$ cat config.mk
export PLATFORM = sky130hd
export DESIGN_NAME = elf_image_layout_checker_top
export DESIGN_NICKNAME = d
export VERILOG_FILES = /design/src/sv/eilc_pkg.sv /design/src/sv/eilc_front.sv /design/src/sv/eilc_queue.sv /design/src/sv/eilc_back.sv /design/src/sv/elf_image_layout_checker_top.sv
export SDC_FILE = /design/constraint.sdc
export NUM_CORES = 2
export LEC_CHECK = 0
export CAP_MARGIN = 30
export CORE_UTILIZATION = 54
export DETAILED_ROUTE_END_ITERATION = 16
export DONT_BUFFER_PORTS = 1
export PLACE_DENSITY = 0.71
export SETUP_SLACK_MARGIN = 0.3
export SLEW_MARGIN = 10
export SYNTH_ARGS = -nofsm -noshare
export SYNTH_HDL_FRONTEND = slang
export SYNTH_HIERARCHICAL = 1
export SYNTH_SLANG_ARGS = --single-unit
$ cat constraint.sdc
create_clock -name clk_i -period 50.4 [get_ports clk_i]
set_clock_uncertainty 0.2 [all_clocks]
set_input_delay 2.52 -clock clk_i [delete_from_list [all_inputs] [get_ports clk_i]]
set_output_delay 2.52 -clock clk_i [all_outputs]
set_load 0.005 [all_outputs]
$ cat src/sv/eilc_pkg.sv
// ----------------------------------------------------------------------------
// eilc_pkg
// Shared types and constants for the image layout checker.
// ----------------------------------------------------------------------------
package eilc_pkg;

  localparam int unsigned QDepth = 2;

  typedef enum logic [3:0] {
    ST_OK       = 4'd0,
    ST_SHORT    = 4'd1,
    ST_MAGIC    = 4'd2,
    ST_IDENT    = 4'd3,
    ST_TYPE     = 4'd4,
    ST_ENTSIZE  = 4'd5,
    ST_TABLE    = 4'd6,
    ST_FLAGS    = 4'd7,
    ST_BOUNDS   = 4'd8,
    ST_ADDRESS  = 4'd9,
    ST_LAYOUT   = 4'd10,
    ST_STACK    = 4'd11,
    ST_SEQUENCE = 4'd12
  } status_e;

  typedef enum logic [1:0] {
    OP_HEADER = 2'd0,
    OP_ENTRY  = 2'd1,
    OP_FINISH = 2'd2,
    OP_NONE   = 2'd3
  } op_e;

  typedef enum logic [1:0] {
    CFG_PAGE_SHIFT  = 2'd0,
    CFG_USER_BASE   = 2'd1,
    CFG_USER_LIMIT  = 2'd2,
    CFG_STACK_BYTES = 2'd3
  } cfg_e;

  localparam logic [31:0] MagicWord = 32'h464c_457f;
  localparam logic [15:0] MachineId = 16'hffb0;
  localparam logic [15:0] EntrySize = 16'd56;
  localparam logic [63:0] MinLength = 64'd64;
  localparam logic [31:0] SegLoad   = 32'd1;
  localparam logic [31:0] PermCode  = 32'd5;
  localparam logic [31:0] PermData  = 32'd6;

  // Classified item handed from the front part to the back part.
  typedef struct packed {
    op_e         op;
    logic [3:0]  hdr_status;   // header checks that need no state
    logic        is_load;
    logic        is_code;
    logic        flags_bad;
    logic [63:0] vaddr;
    logic [63:0] vend;         // vaddr + mem size
    logic        addr_bad;     // window check
    logic [63:0] length;       // image length field of the item
    logic [63:0] entry;
    logic [15:0] count;
    logic        fsz_gt_msz;
    logic [63:0] file_off;
    logic [63:0] file_size;
  } item_t;

endpackage

$ cat src/sv/eilc_front.sv
// ----------------------------------------------------------------------------
// eilc_front
// Accepts items, does the stateless checks and registers the classified item.
// ----------------------------------------------------------------------------
module eilc_front (
  input  logic                 clk_i,
  input  logic                 rst_ni,
  input  logic                 in_valid_i,
  output logic                 in_ready_o,
  input  logic [1:0]           op_i,
  input  logic [63:0]          image_length_i,
  input  logic [63:0]          ident_word_i,
  input  logic [31:0]          type_machine_i,
  input  logic [63:0]          entry_point_i,
  input  logic [63:0]          table_offset_i,
  input  logic [31:0]          size_count_i,
  input  logic [63:0]          seg_type_flags_i,
  input  logic [63:0]          seg_file_offset_i,
  input  logic [63:0]          seg_vaddr_i,
  input  logic [63:0]          seg_file_size_i,
  input  logic [63:0]          seg_mem_size_i,
  input  logic [63:0]          user_base_i,
  input  logic [63:0]          user_limit_i,
  output logic                 item_valid_o,
  input  logic                 item_ready_i,
  output eilc_pkg::item_t      item_o
);

  eilc_pkg::item_t item_d, item_q;
  logic            valid_q;
  logic [31:0]     flags;
  logic [64:0]     end_sum, tbl_bytes;
  logic [63:0]     room;
  logic [3:0]      hs;

  assign in_ready_o = !valid_q || item_ready_i;
  assign flags      = seg_type_flags_i[63:32];
  assign end_sum    = {1'b0, seg_vaddr_i} + {1'b0, seg_mem_size_i};
  assign room       = image_length_i - table_offset_i;
  assign tbl_bytes  = 65'(size_count_i[31:16]) * 65'(6'd56);

  always_comb begin
    if (image_length_i < eilc_pkg::MinLength) hs = eilc_pkg::ST_SHORT;
    else if (ident_word_i[31:0] != eilc_pkg::MagicWord) hs = eilc_pkg::ST_MAGIC;
    else if (ident_word_i[39:32] != 8'd2 || ident_word_i[47:40] != 8'd1 ||
             ident_word_i[55:48] != 8'd1) hs = eilc_pkg::ST_IDENT;
    else if (type_machine_i[15:0] != 16'd2 ||
             type_machine_i[31:16] != eilc_pkg::MachineId) hs = eilc_pkg::ST_TYPE;
    else if (size_count_i[15:0] != eilc_pkg::EntrySize) hs = eilc_pkg::ST_ENTSIZE;
    else if (table_offset_i > image_length_i || tbl_bytes > {1'b0, room})
      hs = eilc_pkg::ST_TABLE;
    else hs = eilc_pkg::ST_OK;
  end

  always_comb begin
    item_d            = item_q;
    item_d.op         = eilc_pkg::op_e'(op_i);
    item_d.hdr_status = hs;
    item_d.is_load    = seg_type_flags_i[31:0] == eilc_pkg::SegLoad;
    item_d.is_code    = flags == eilc_pkg::PermCode;
    item_d.flags_bad  = flags != eilc_pkg::PermCode && flags != eilc_pkg::PermData;
    item_d.vaddr      = seg_vaddr_i;
    item_d.vend       = end_sum[63:0];
    item_d.addr_bad   = seg_mem_size_i == '0 || seg_vaddr_i < user_base_i ||
                        end_sum[64] || end_sum[63:0] > user_limit_i;
    item_d.length     = image_length_i;
    item_d.entry      = entry_point_i;
    item_d.count      = size_count_i[31:16];
    item_d.fsz_gt_msz = seg_file_size_i > seg_mem_size_i;
    item_d.file_off   = seg_file_offset_i;
    item_d.file_size  = seg_file_size_i;
  end

  always_ff @(posedge clk_i or negedge rst_ni) begin
    if (!rst_ni) begin
      valid_q <= 1'b0;
    end else if (in_ready_o) begin
      valid_q <= in_valid_i;
    end
  end

  always_ff @(posedge clk_i) begin
    if (in_ready_o && in_valid_i) begin
      item_q <= item_d;
    end
  end

  assign item_valid_o = valid_q;
  assign item_o       = item_q;

endmodule

$ cat src/sv/eilc_queue.sv
// ----------------------------------------------------------------------------
// eilc_queue
// Two-entry FIFO between the front and back parts.
// ----------------------------------------------------------------------------
module eilc_queue (
  input  logic            clk_i,
  input  logic            rst_ni,
  input  logic            wr_valid_i,
  output logic            wr_ready_o,
  input  eilc_pkg::item_t wr_item_i,
  output logic            rd_valid_o,
  input  logic            rd_ready_i,
  output eilc_pkg::item_t rd_item_o
);

  eilc_pkg::item_t mem_q [eilc_pkg::QDepth];
  logic            wptr_q, rptr_q;
  logic [1:0]      cnt_q;
  logic            push, pop;

  assign wr_ready_o = cnt_q != 2'(eilc_pkg::QDepth);
  assign rd_valid_o = cnt_q != 2'd0;
  assign push       = wr_valid_i && wr_ready_o;
  assign pop        = rd_valid_o && rd_ready_i;
  assign rd_item_o  = mem_q[rptr_q];

  always_ff @(posedge clk_i or negedge rst_ni) begin
    if (!rst_ni) begin
      wptr_q <= 1'b0;
      rptr_q <= 1'b0;
      cnt_q  <= 2'd0;
    end else begin
      if (push) wptr_q <= !wptr_q;
      if (pop)  rptr_q <= !rptr_q;
      cnt_q <= cnt_q + 2'(push) - 2'(pop);
    end
  end

  always_ff @(posedge clk_i) begin
    if (push) mem_q[wptr_q] <= wr_item_i;
  end

endmodule

$ cat src/sv/eilc_back.sv
// ----------------------------------------------------------------------------
// eilc_back
// Sequence state, range tracking, finish checks and the result register.
// ----------------------------------------------------------------------------
module eilc_back (
  input  logic            clk_i,
  input  logic            rst_ni,
  input  logic            item_valid_i,
  output logic            item_ready_o,
  input  eilc_pkg::item_t item_i,
  input  logic [4:0]      page_shift_i,
  input  logic [63:0]     user_limit_i,
  input  logic [20:0]     stack_bytes_i,
  output logic            out_valid_o,
  input  logic            out_ready_i,
  output logic [3:0]      status_o,
  output logic            done_res_o,
  output logic [63:0]     code_lo_o,
  output logic [63:0]     code_hi_o,
  output logic [63:0]     data_lo_o,
  output logic [63:0]     data_hi_o,
  output logic [63:0]     stack_lo_o,
  output logic [63:0]     stack_hi_o,
  output logic [63:0]     start_address_o
);

  logic        seen_q, seen_d;
  logic [3:0]  err_q, err_d;
  logic [63:0] len_q, len_d, ent_q, ent_d;
  logic [15:0] exp_q, exp_d, cnt_q, cnt_d;
  logic [63:0] clo_q, clo_d, chi_q, chi_d, dlo_q, dlo_d, dhi_q, dhi_d;
  logic        ov_q;
  logic [3:0]  st_d, st_q;
  logic        done_d, done_q;
  logic [63:0] slo_d, shi_d, slo_q, shi_q;
  logic [63:0] mask;
  logic [64:0] align_sum, hi_sum;
  logic        take;

  assign item_ready_o = !ov_q || out_ready_i;
  assign take         = item_valid_i && item_ready_o;
  assign mask         = (64'd1 << page_shift_i) - 64'd1;
  assign align_sum    = {1'b0, dhi_q} + {1'b0, mask};
  assign slo_d        = align_sum[63:0] & ~mask;
  assign hi_sum       = {1'b0, slo_d} + 65'(stack_bytes_i);
  assign shi_d        = hi_sum[63:0];

  always_comb begin
    seen_d = seen_q; err_d = err_q; len_d = len_q; ent_d = ent_q;
    exp_d = exp_q; cnt_d = cnt_q;
    clo_d = clo_q; chi_d = chi_q; dlo_d = dlo_q; dhi_d = dhi_q;
    st_d = eilc_pkg::ST_OK; done_d = 1'b0;
    if (err_q != eilc_pkg::ST_OK || item_i.op == eilc_pkg::OP_NONE) begin
      st_d = err_q;
    end else begin
      case (item_i.op)
        eilc_pkg::OP_HEADER: begin
          if (seen_q) st_d = eilc_pkg::ST_SEQUENCE;
          else begin
            st_d = item_i.hdr_status;
            if (item_i.hdr_status == eilc_pkg::ST_OK) begin
              len_d = item_i.length; ent_d = item_i.entry;
              exp_d = item_i.count; cnt_d = '0;
              clo_d = '0; chi_d = '0; dlo_d = '0; dhi_d = '0;
              seen_d = 1'b1;
            end
          end
        end
        eilc_pkg::OP_ENTRY: begin
          if (!seen_q || cnt_q >= exp_q) st_d = eilc_pkg::ST_SEQUENCE;
          else begin
            cnt_d = cnt_q + 16'd1;
            if (!item_i.is_load) st_d = eilc_pkg::ST_OK;
            else if (item_i.flags_bad) st_d = eilc_pkg::ST_FLAGS;
            else if (item_i.fsz_gt_msz || item_i.file_off > len_q ||
                     item_i.file_size > len_q - item_i.file_off)
              st_d = eilc_pkg::ST_BOUNDS;
            else if (item_i.addr_bad) st_d = eilc_pkg::ST_ADDRESS;
            else if (item_i.is_code) begin
              if (item_i.vaddr != '0 && (clo_q == '0 || item_i.vaddr < clo_q))
                clo_d = item_i.vaddr;
              if (item_i.vend > chi_q) chi_d = item_i.vend;
            end else begin
              if (item_i.vaddr != '0 && (dlo_q == '0 || item_i.vaddr < dlo_q))
                dlo_d = item_i.vaddr;
              if (item_i.vend > dhi_q) dhi_d = item_i.vend;
            end
          end
        end
        default: begin
          if (!seen_q || cnt_q != exp_q) st_d = eilc_pkg::ST_SEQUENCE;
          else if (clo_q == '0 || chi_q <= clo_q || dlo_q == '0 || dhi_q <= dlo_q ||
                   ent_q < clo_q || ent_q >= chi_q) st_d = eilc_pkg::ST_LAYOUT;
          else if (align_sum[64] || hi_sum[64] || shi_d > user_limit_i)
            st_d = eilc_pkg::ST_STACK;
          else begin
            done_d = 1'b1;
            seen_d = 1'b0;
          end
        end
      endcase
      if (st_d != eilc_pkg::ST_OK) begin
        err_d = st_d;
        cnt_d = cnt_q; clo_d = clo_q; chi_d = chi_q; dlo_d = dlo_q; dhi_d = dhi_q;
        if (item_i.op == eilc_pkg::OP_ENTRY && st_d != eilc_pkg::ST_SEQUENCE)
          cnt_d = cnt_q + 16'd1;
      end
    end
  end

  always_ff @(posedge clk_i or negedge rst_ni) begin
    if (!rst_ni) begin
      seen_q <= 1'b0; err_q <= eilc_pkg::ST_OK;
      len_q <= '0; ent_q <= '0; exp_q <= '0; cnt_q <= '0;
      clo_q <= '0; chi_q <= '0; dlo_q <= '0; dhi_q <= '0;
      ov_q <= 1'b0;
    end else begin
      if (take) begin
        seen_d_apply: begin
          seen_q <= seen_d; err_q <= err_d; len_q <= len_d; ent_q <= ent_d;
          exp_q <= exp_d; cnt_q <= cnt_d;
          clo_q <= clo_d; chi_q <= chi_d; dlo_q <= dlo_d; dhi_q <= dhi_d;
        end
      end
      if (item_ready_o) ov_q <= item_valid_i;
    end
  end

  always_ff @(posedge clk_i) begin
    if (take) begin
      st_q   <= st_d;
      done_q <= done_d;
      slo_q  <= done_d ? slo_d : '0;
      shi_q  <= done_d ? shi_d : '0;
      code_lo_o       <= done_d ? clo_q : '0;
      code_hi_o       <= done_d ? chi_q : '0;
      data_lo_o       <= done_d ? dlo_q : '0;
      data_hi_o       <= done_d ? dhi_q : '0;
      start_address_o <= done_d ? ent_q : '0;
    end
  end

  assign out_valid_o = ov_q;
  assign status_o    = st_q;
  assign done_res_o  = done_q;
  assign stack_lo_o  = slo_q;
  assign stack_hi_o  = shi_q;

endmodule

$ cat src/sv/elf_image_layout_checker_top.sv
// ----------------------------------------------------------------------------
// elf_image_layout_checker_top
// Validates a 64-bit executable image header, program headers and layout.
// ----------------------------------------------------------------------------
// Channel | Direction | Handshake            | Payload
// in      | input     | in_valid_i/in_ready_o | op_i, header and segment fields
// out     | output    | out_valid_o/out_ready_i | status_o ... start_address_o
// cfg     | input     | cfg_we_i             | cfg_index_i, cfg_data_i
//
// One item per cycle sustained while out_ready_i is held; the path runs through
// the front register, the queue and the result register. The back part updates
// sequence and range state for each item it takes. Reset clears the control
// state and loads the register defaults; data registers are not reset, no clearing
// pass. Either side may stall on its own: the two-entry queue absorbs the difference.
module elf_image_layout_checker_top (
  input  logic        clk_i,
  input  logic        rst_ni,
  input  logic        cfg_we_i,
  input  logic [1:0]  cfg_index_i,
  input  logic [63:0] cfg_data_i,
  input  logic        in_valid_i,
  output logic        in_ready_o,
  input  logic [1:0]  op_i,
  input  logic [63:0] image_length_i,
  input  logic [63:0] ident_word_i,
  input  logic [31:0] type_machine_i,
  input  logic [63:0] entry_point_i,
  input  logic [63:0] table_offset_i,
  input  logic [31:0] size_count_i,
  input  logic [63:0] seg_type_flags_i,
  input  logic [63:0] seg_file_offset_i,
  input  logic [63:0] seg_vaddr_i,
  input  logic [63:0] seg_file_size_i,
  input  logic [63:0] seg_mem_size_i,
  output logic        out_valid_o,
  input  logic        out_ready_i,
  output logic [3:0]  status_o,
  output logic        done_res_o,
  output logic [63:0] code_lo_o,
  output logic [63:0] code_hi_o,
  output logic [63:0] data_lo_o,
  output logic [63:0] data_hi_o,
  output logic [63:0] stack_lo_o,
  output logic [63:0] stack_hi_o,
  output logic [63:0] start_address_o
);

  // Configuration registers
  logic [4:0]  page_shift_q;
  logic [63:0] user_base_q, user_limit_q;
  logic [20:0] stack_bytes_q;

  always_ff @(posedge clk_i or negedge rst_ni) begin
    if (!rst_ni) begin
      page_shift_q  <= 5'd12;
      user_base_q   <= '0;
      user_limit_q  <= '1;
      stack_bytes_q <= 21'd8192;
    end else if (cfg_we_i) begin
      case (eilc_pkg::cfg_e'(cfg_index_i))
        eilc_pkg::CFG_PAGE_SHIFT:  page_shift_q  <= cfg_data_i[4:0];
        eilc_pkg::CFG_USER_BASE:   user_base_q   <= cfg_data_i;
        eilc_pkg::CFG_USER_LIMIT:  user_limit_q  <= cfg_data_i;
        eilc_pkg::CFG_STACK_BYTES: stack_bytes_q <= cfg_data_i[20:0];
        default: ;
      endcase
    end
  end

  eilc_pkg::item_t f_item, q_item;
  logic            f_valid, f_ready, q_valid, q_ready;

  eilc_front u_front (
    .clk_i, .rst_ni, .in_valid_i, .in_ready_o, .op_i, .image_length_i,
    .ident_word_i, .type_machine_i, .entry_point_i, .table_offset_i,
    .size_count_i, .seg_type_flags_i, .seg_file_offset_i, .seg_vaddr_i,
    .seg_file_size_i, .seg_mem_size_i,
    .user_base_i  (user_base_q),
    .user_limit_i (user_limit_q),
    .item_valid_o (f_valid),
    .item_ready_i (f_ready),
    .item_o       (f_item)
  );

  eilc_queue u_queue (
    .clk_i, .rst_ni,
    .wr_valid_i (f_valid), .wr_ready_o (f_ready), .wr_item_i (f_item),
    .rd_valid_o (q_valid), .rd_ready_i (q_ready), .rd_item_o (q_item)
  );

  eilc_back u_back (
    .clk_i, .rst_ni,
    .item_valid_i  (q_valid),
    .item_ready_o  (q_ready),
    .item_i        (q_item),
    .page_shift_i  (page_shift_q),
    .user_limit_i  (user_limit_q),
    .stack_bytes_i (stack_bytes_q),
    .out_valid_o, .out_ready_i, .status_o, .done_res_o, .code_lo_o, .code_hi_o,
    .data_lo_o, .data_hi_o, .stack_lo_o, .stack_hi_o, .start_address_o
  );

  // A finished result always reports a clean status.
  a_done_ok: assert property (@(posedge clk_i) disable iff (!rst_ni)
    out_valid_o && done_res_o |-> status_o == eilc_pkg::ST_OK)
    else $error("done with nonzero status");

  // A non-finish result carries no ranges.
  a_zero_ranges: assert property (@(posedge clk_i) disable iff (!rst_ni)
    out_valid_o && !done_res_o |-> code_lo_o == '0 && stack_hi_o == '0)
    else $error("ranges on non-finish result");

  // Stalled output holds its status.
  a_hold: assert property (@(posedge clk_i) disable iff (!rst_ni)
    out_valid_o && !out_ready_i |=> out_valid_o && $stable(status_o))
    else $error("result changed while stalled");

endmodule

==> results.sh <==
export IMPL_largest_reg_flops=822
export IMPL_dr_pass1_iters=6
export IMPL_p_switching_mw=2.28
export IMPL_ant_nets=0
export IMPL_r2r_slack_ns=35.71
export IMPL_rows=176
export IMPL_postPlaceCellArea_um2=128000
export IMPL_routed_wl_mm=449
export IMPL_grt_pass1_wl_mm=623
export IMPL_worst_slew_pin_transition_ns=1.27
export IMPL_critPathMaxFanout=72
export IMPL_drv_slew=0
export IMPL_hold_buffers=0
export IMPL_clock_latency_ns=0.91
export IMPL_leakage_nw=58.2
export IMPL_place_congestion=1.04
export IMPL_rsz0062_at_grt="false"
export IMPL_die_area_um2=235000
export IMPL_synth_ff_type="edfxtp_1"
export IMPL_finalCritPeriodShare=0.292
export IMPL_core_area_um2=231000
export IMPL_ys_warn_count=6
export IMPL_antenna_found_initial=94
export IMPL_start_util=0.545
export IMPL_synth_seq_cells=2266
export IMPL_status="finished, final reports clean"
export IMPL_cts_root_buf="clkbuf_16"
export IMPL_relSlewSlack=0.153
export IMPL_grt_pass1_vias=85234
export IMPL_drive_gt1_frac=0.141
export IMPL_holdWs_ns=0.214
export IMPL_top_register="u_queue/mem_q"
export IMPL_final_cell_area_um2=137000
export IMPL_clkSinkCount=2266
export IMPL_pwr_share_clk=0.274
export IMPL_fp_dieW_um=484
export IMPL_grt_use_total=0.374
export IMPL_numCtsBuffers=234
export IMPL_synth_distinct_cells=114
export IMPL_htreeDepth=4
export IMPL_vias=86990
export IMPL_finalHoldViolations=0
export IMPL_num_nets_final=12168
export IMPL_hpwl_mm=358
export IMPL_cp_required_ns=50.83
export IMPL_synth_area_um2=126000
export IMPL_clk_pin_slew_ns=0.07
export IMPL_crit_path_max_incr_delay_ns=0.83
export IMPL_drc=0
export IMPL_post_cts_buffers=0
export IMPL_wl_per_cell_um=33.1
export IMPL_vdd_drop_max_mv=0.0443
export IMPL_cts_resized=0
export IMPL_ioPinCount=1168
export IMPL_syn_avg_cell_area_um2=12.3
export IMPL_cts_buffer_depth=3
export IMPL_power_frac_seq=0.412
export IMPL_max_cap_violations=0
export IMPL_start_kind="register"
export IMPL_cp_end_kind="register"
export IMPL_setup_violations=0
export IMPL_intPower_mw=4.43
export IMPL_drt_iter0_drc=8739
export IMPL_switching_share=0.339
export IMPL_synthArstFlopShare=0.256
export IMPL_port_buffers=0
export IMPL_overflow=0
export IMPL_hp_class="reg2reg"
export IMPL_seq_area_frac_synth=0.519
export IMPL_period_minus_slack_ns=14.69
export IMPL_slowest_stage="dfstp_2"
export IMPL_maxClockFrequency_ghz=0.0681
export IMPL_syn2layout_area_growth_pct=9.08
export IMPL_p_comb_frac=0.314
export IMPL_synth_enable_flop_cells=1685
export IMPL_cts_tree="done"
export IMPL_powerDensity_nw_per_um2=48.9
export IMPL_fin_tns_setup_ns=0
export IMPL_vias_per_cell=6.40
export IMPL_arrival_ns=15.12
export IMPL_critical_path_class="reg2reg"
export IMPL_grt_max_degree=582
export IMPL_fp_dieH_um=484
export IMPL_synth_cells=10213
[layout by cell type (no fill, tap or decap), drive strengths merged, types with 76 or more instances in the layout]
cell    synthesis  layout
mux2i          76      76
nand2         495     495
o21ai         424     424
mux2          775     775
dfrtp         514     514
buf           162     133
edfxtp       1685    1685
nor2b         117     117
clkinv          1      90
nand3         109     109
nor4          165     165
inv           794     811
xor2          100     100
nand4         286     286
nand2b        103     103
o21a          104     104
xnor2         159     159
nor3          416     416
and2          243     243
a21o          394     394
diode           0      93
clkbuf        164     291
nor2          338     338
ha           1164    1164
a21oi         558     558
[cells in the mapped netlist (18+ instances only)]
master    count  area share
buf_4        28      0.0017
dfrtp_1     514        0.10
or3_1        37      0.0018
clkbuf_1    163      0.0049
and3_1       44      0.0022
fa_1         21      0.0033
nand4_1     283       0.014
or4_1        18      0.0011
o21bai_1     44      0.0026
nor3_1      413       0.016
o31ai_1      29      0.0017
xnor2_1     159       0.011
nor2_1      338       0.010
o21a_1      104      0.0062
inv_1       794       0.024
nor4_1      163      0.0081
a21oi_1     549       0.022
ha_1       1164        0.12
nand2b_1    103      0.0051
nand2_1     495       0.015
nor2b_1     117      0.0058
and2_1      243       0.012
xor2_1      100      0.0070
mux2_4      500       0.060
a21o_1      394       0.024
a31oi_1      48      0.0024
buf_12       33      0.0053
edfxtp_1   1685        0.40
o211ai_1     51      0.0030
mux2i_1      76      0.0061
nand3_1     109      0.0043
buf_2        56      0.0022
o21ai_1      19     0.00076
o21ai_0     400       0.016
a211oi_1     58      0.0035
buf_6        25      0.0022
a22o_1       68      0.0047
dfstp_2      67       0.014
or2_2        32      0.0016
mux2_2      275       0.025
[power groups by stage]
| stage | clock (mW) | combinational [mW] | sequential (mW) |
|---|---|---|---|
| after floorplan | 0 | 1.49 | 2.91 |
| after global routing | 1.93 | 2.25 | 2.79 |
| after global placement | 0 | 1.99 | 2.78 |
| final | 1.84 | 2.10 | 2.77 |
| after detailed placement | 0 | 2.04 | 2.80 |
| after CTS | 1.86 | 2.06 | 2.77 |
[per-layer routing]
| layer | share of wire | routed length, um | track usage |
|---|---|---|---|
| met2 | 0.47 | 212000 | 0.613 |
| met5 | 0.0011 | 491 | 0 |
| met4 | 0.075 | 33600 | 0.241 |
| met1 | 0.37 | 167000 | 0.443 |
| met3 | 0.080 | 35800 | 0.0837 |
[area by class of cell]
type,count,area [um^2]
inverters,795,2980
well taps,3026,3790
clock buffers,291,6270
fillers,18376,93600
flip-flops and latches,2266,65200
repair buffers,133,1130
diodes,93,233
clock inverters,155,2020
multi-input cells,6840,55300
[final timing paths]
kind	cells past startpoint	from	endpoint
min	0	u_front/item_o[381]	u_queue/mem_q[1][381]
max	39	page_shift_q[2]	u_back/stack_hi_o[8]
min reg2reg	0	u_front/item_o[381]	u_queue/mem_q[1][381]
min in group asynchronous	0	rst_ni	u_back/ent_q[45]
max in group asynchronous	3	rst_ni	u_back/exp_q[12]
max reg2reg	39	page_shift_q[2]	u_back/stack_hi_o[8]
[cell families after synthesis]
group	after synthesis	share of synthesized area
multiplexers	851	0.0905
flip-flops	2266	0.519
XOR/XNOR	259	0.0181
adder cells (fa/ha/maj)	1185	0.119
buffers and inverters	1121	0.0415
other	2	0.0000598
AO/OA/AOI/OAI	2037	0.106
AND/OR/NAND/NOR	2492	0.105
[critical path: cells and delay by family, from the launching register on]
family	cells	cell delay [ns]
xor+xnor	2	0.87
flops	1	0.83
simple gates	19	5.70
compound gates	9	3.03
buf+inv	5	1.83
fa+ha+maj	4	1.72
[stage by stage]
| stage | util | std cells | total power [mW] | setup slack, ns |
|---|---|---|---|---|
| floorplan | - | 10227 | 4.41 | 31.42 |
| global placement | 0.556 | 13032 | 4.77 | 36.04 |
| detailed placement | 0.556 | 13052 | 4.84 | 36.12 |
| CTS | 0.592 | 13498 | 6.68 | 36.07 |
| global route | 0.594 | 13569 | 6.98 | 35.33 |
| finish | 0.594 | 13599 | 6.70 | 35.71 |
Power figures use the tool's default switching activity.
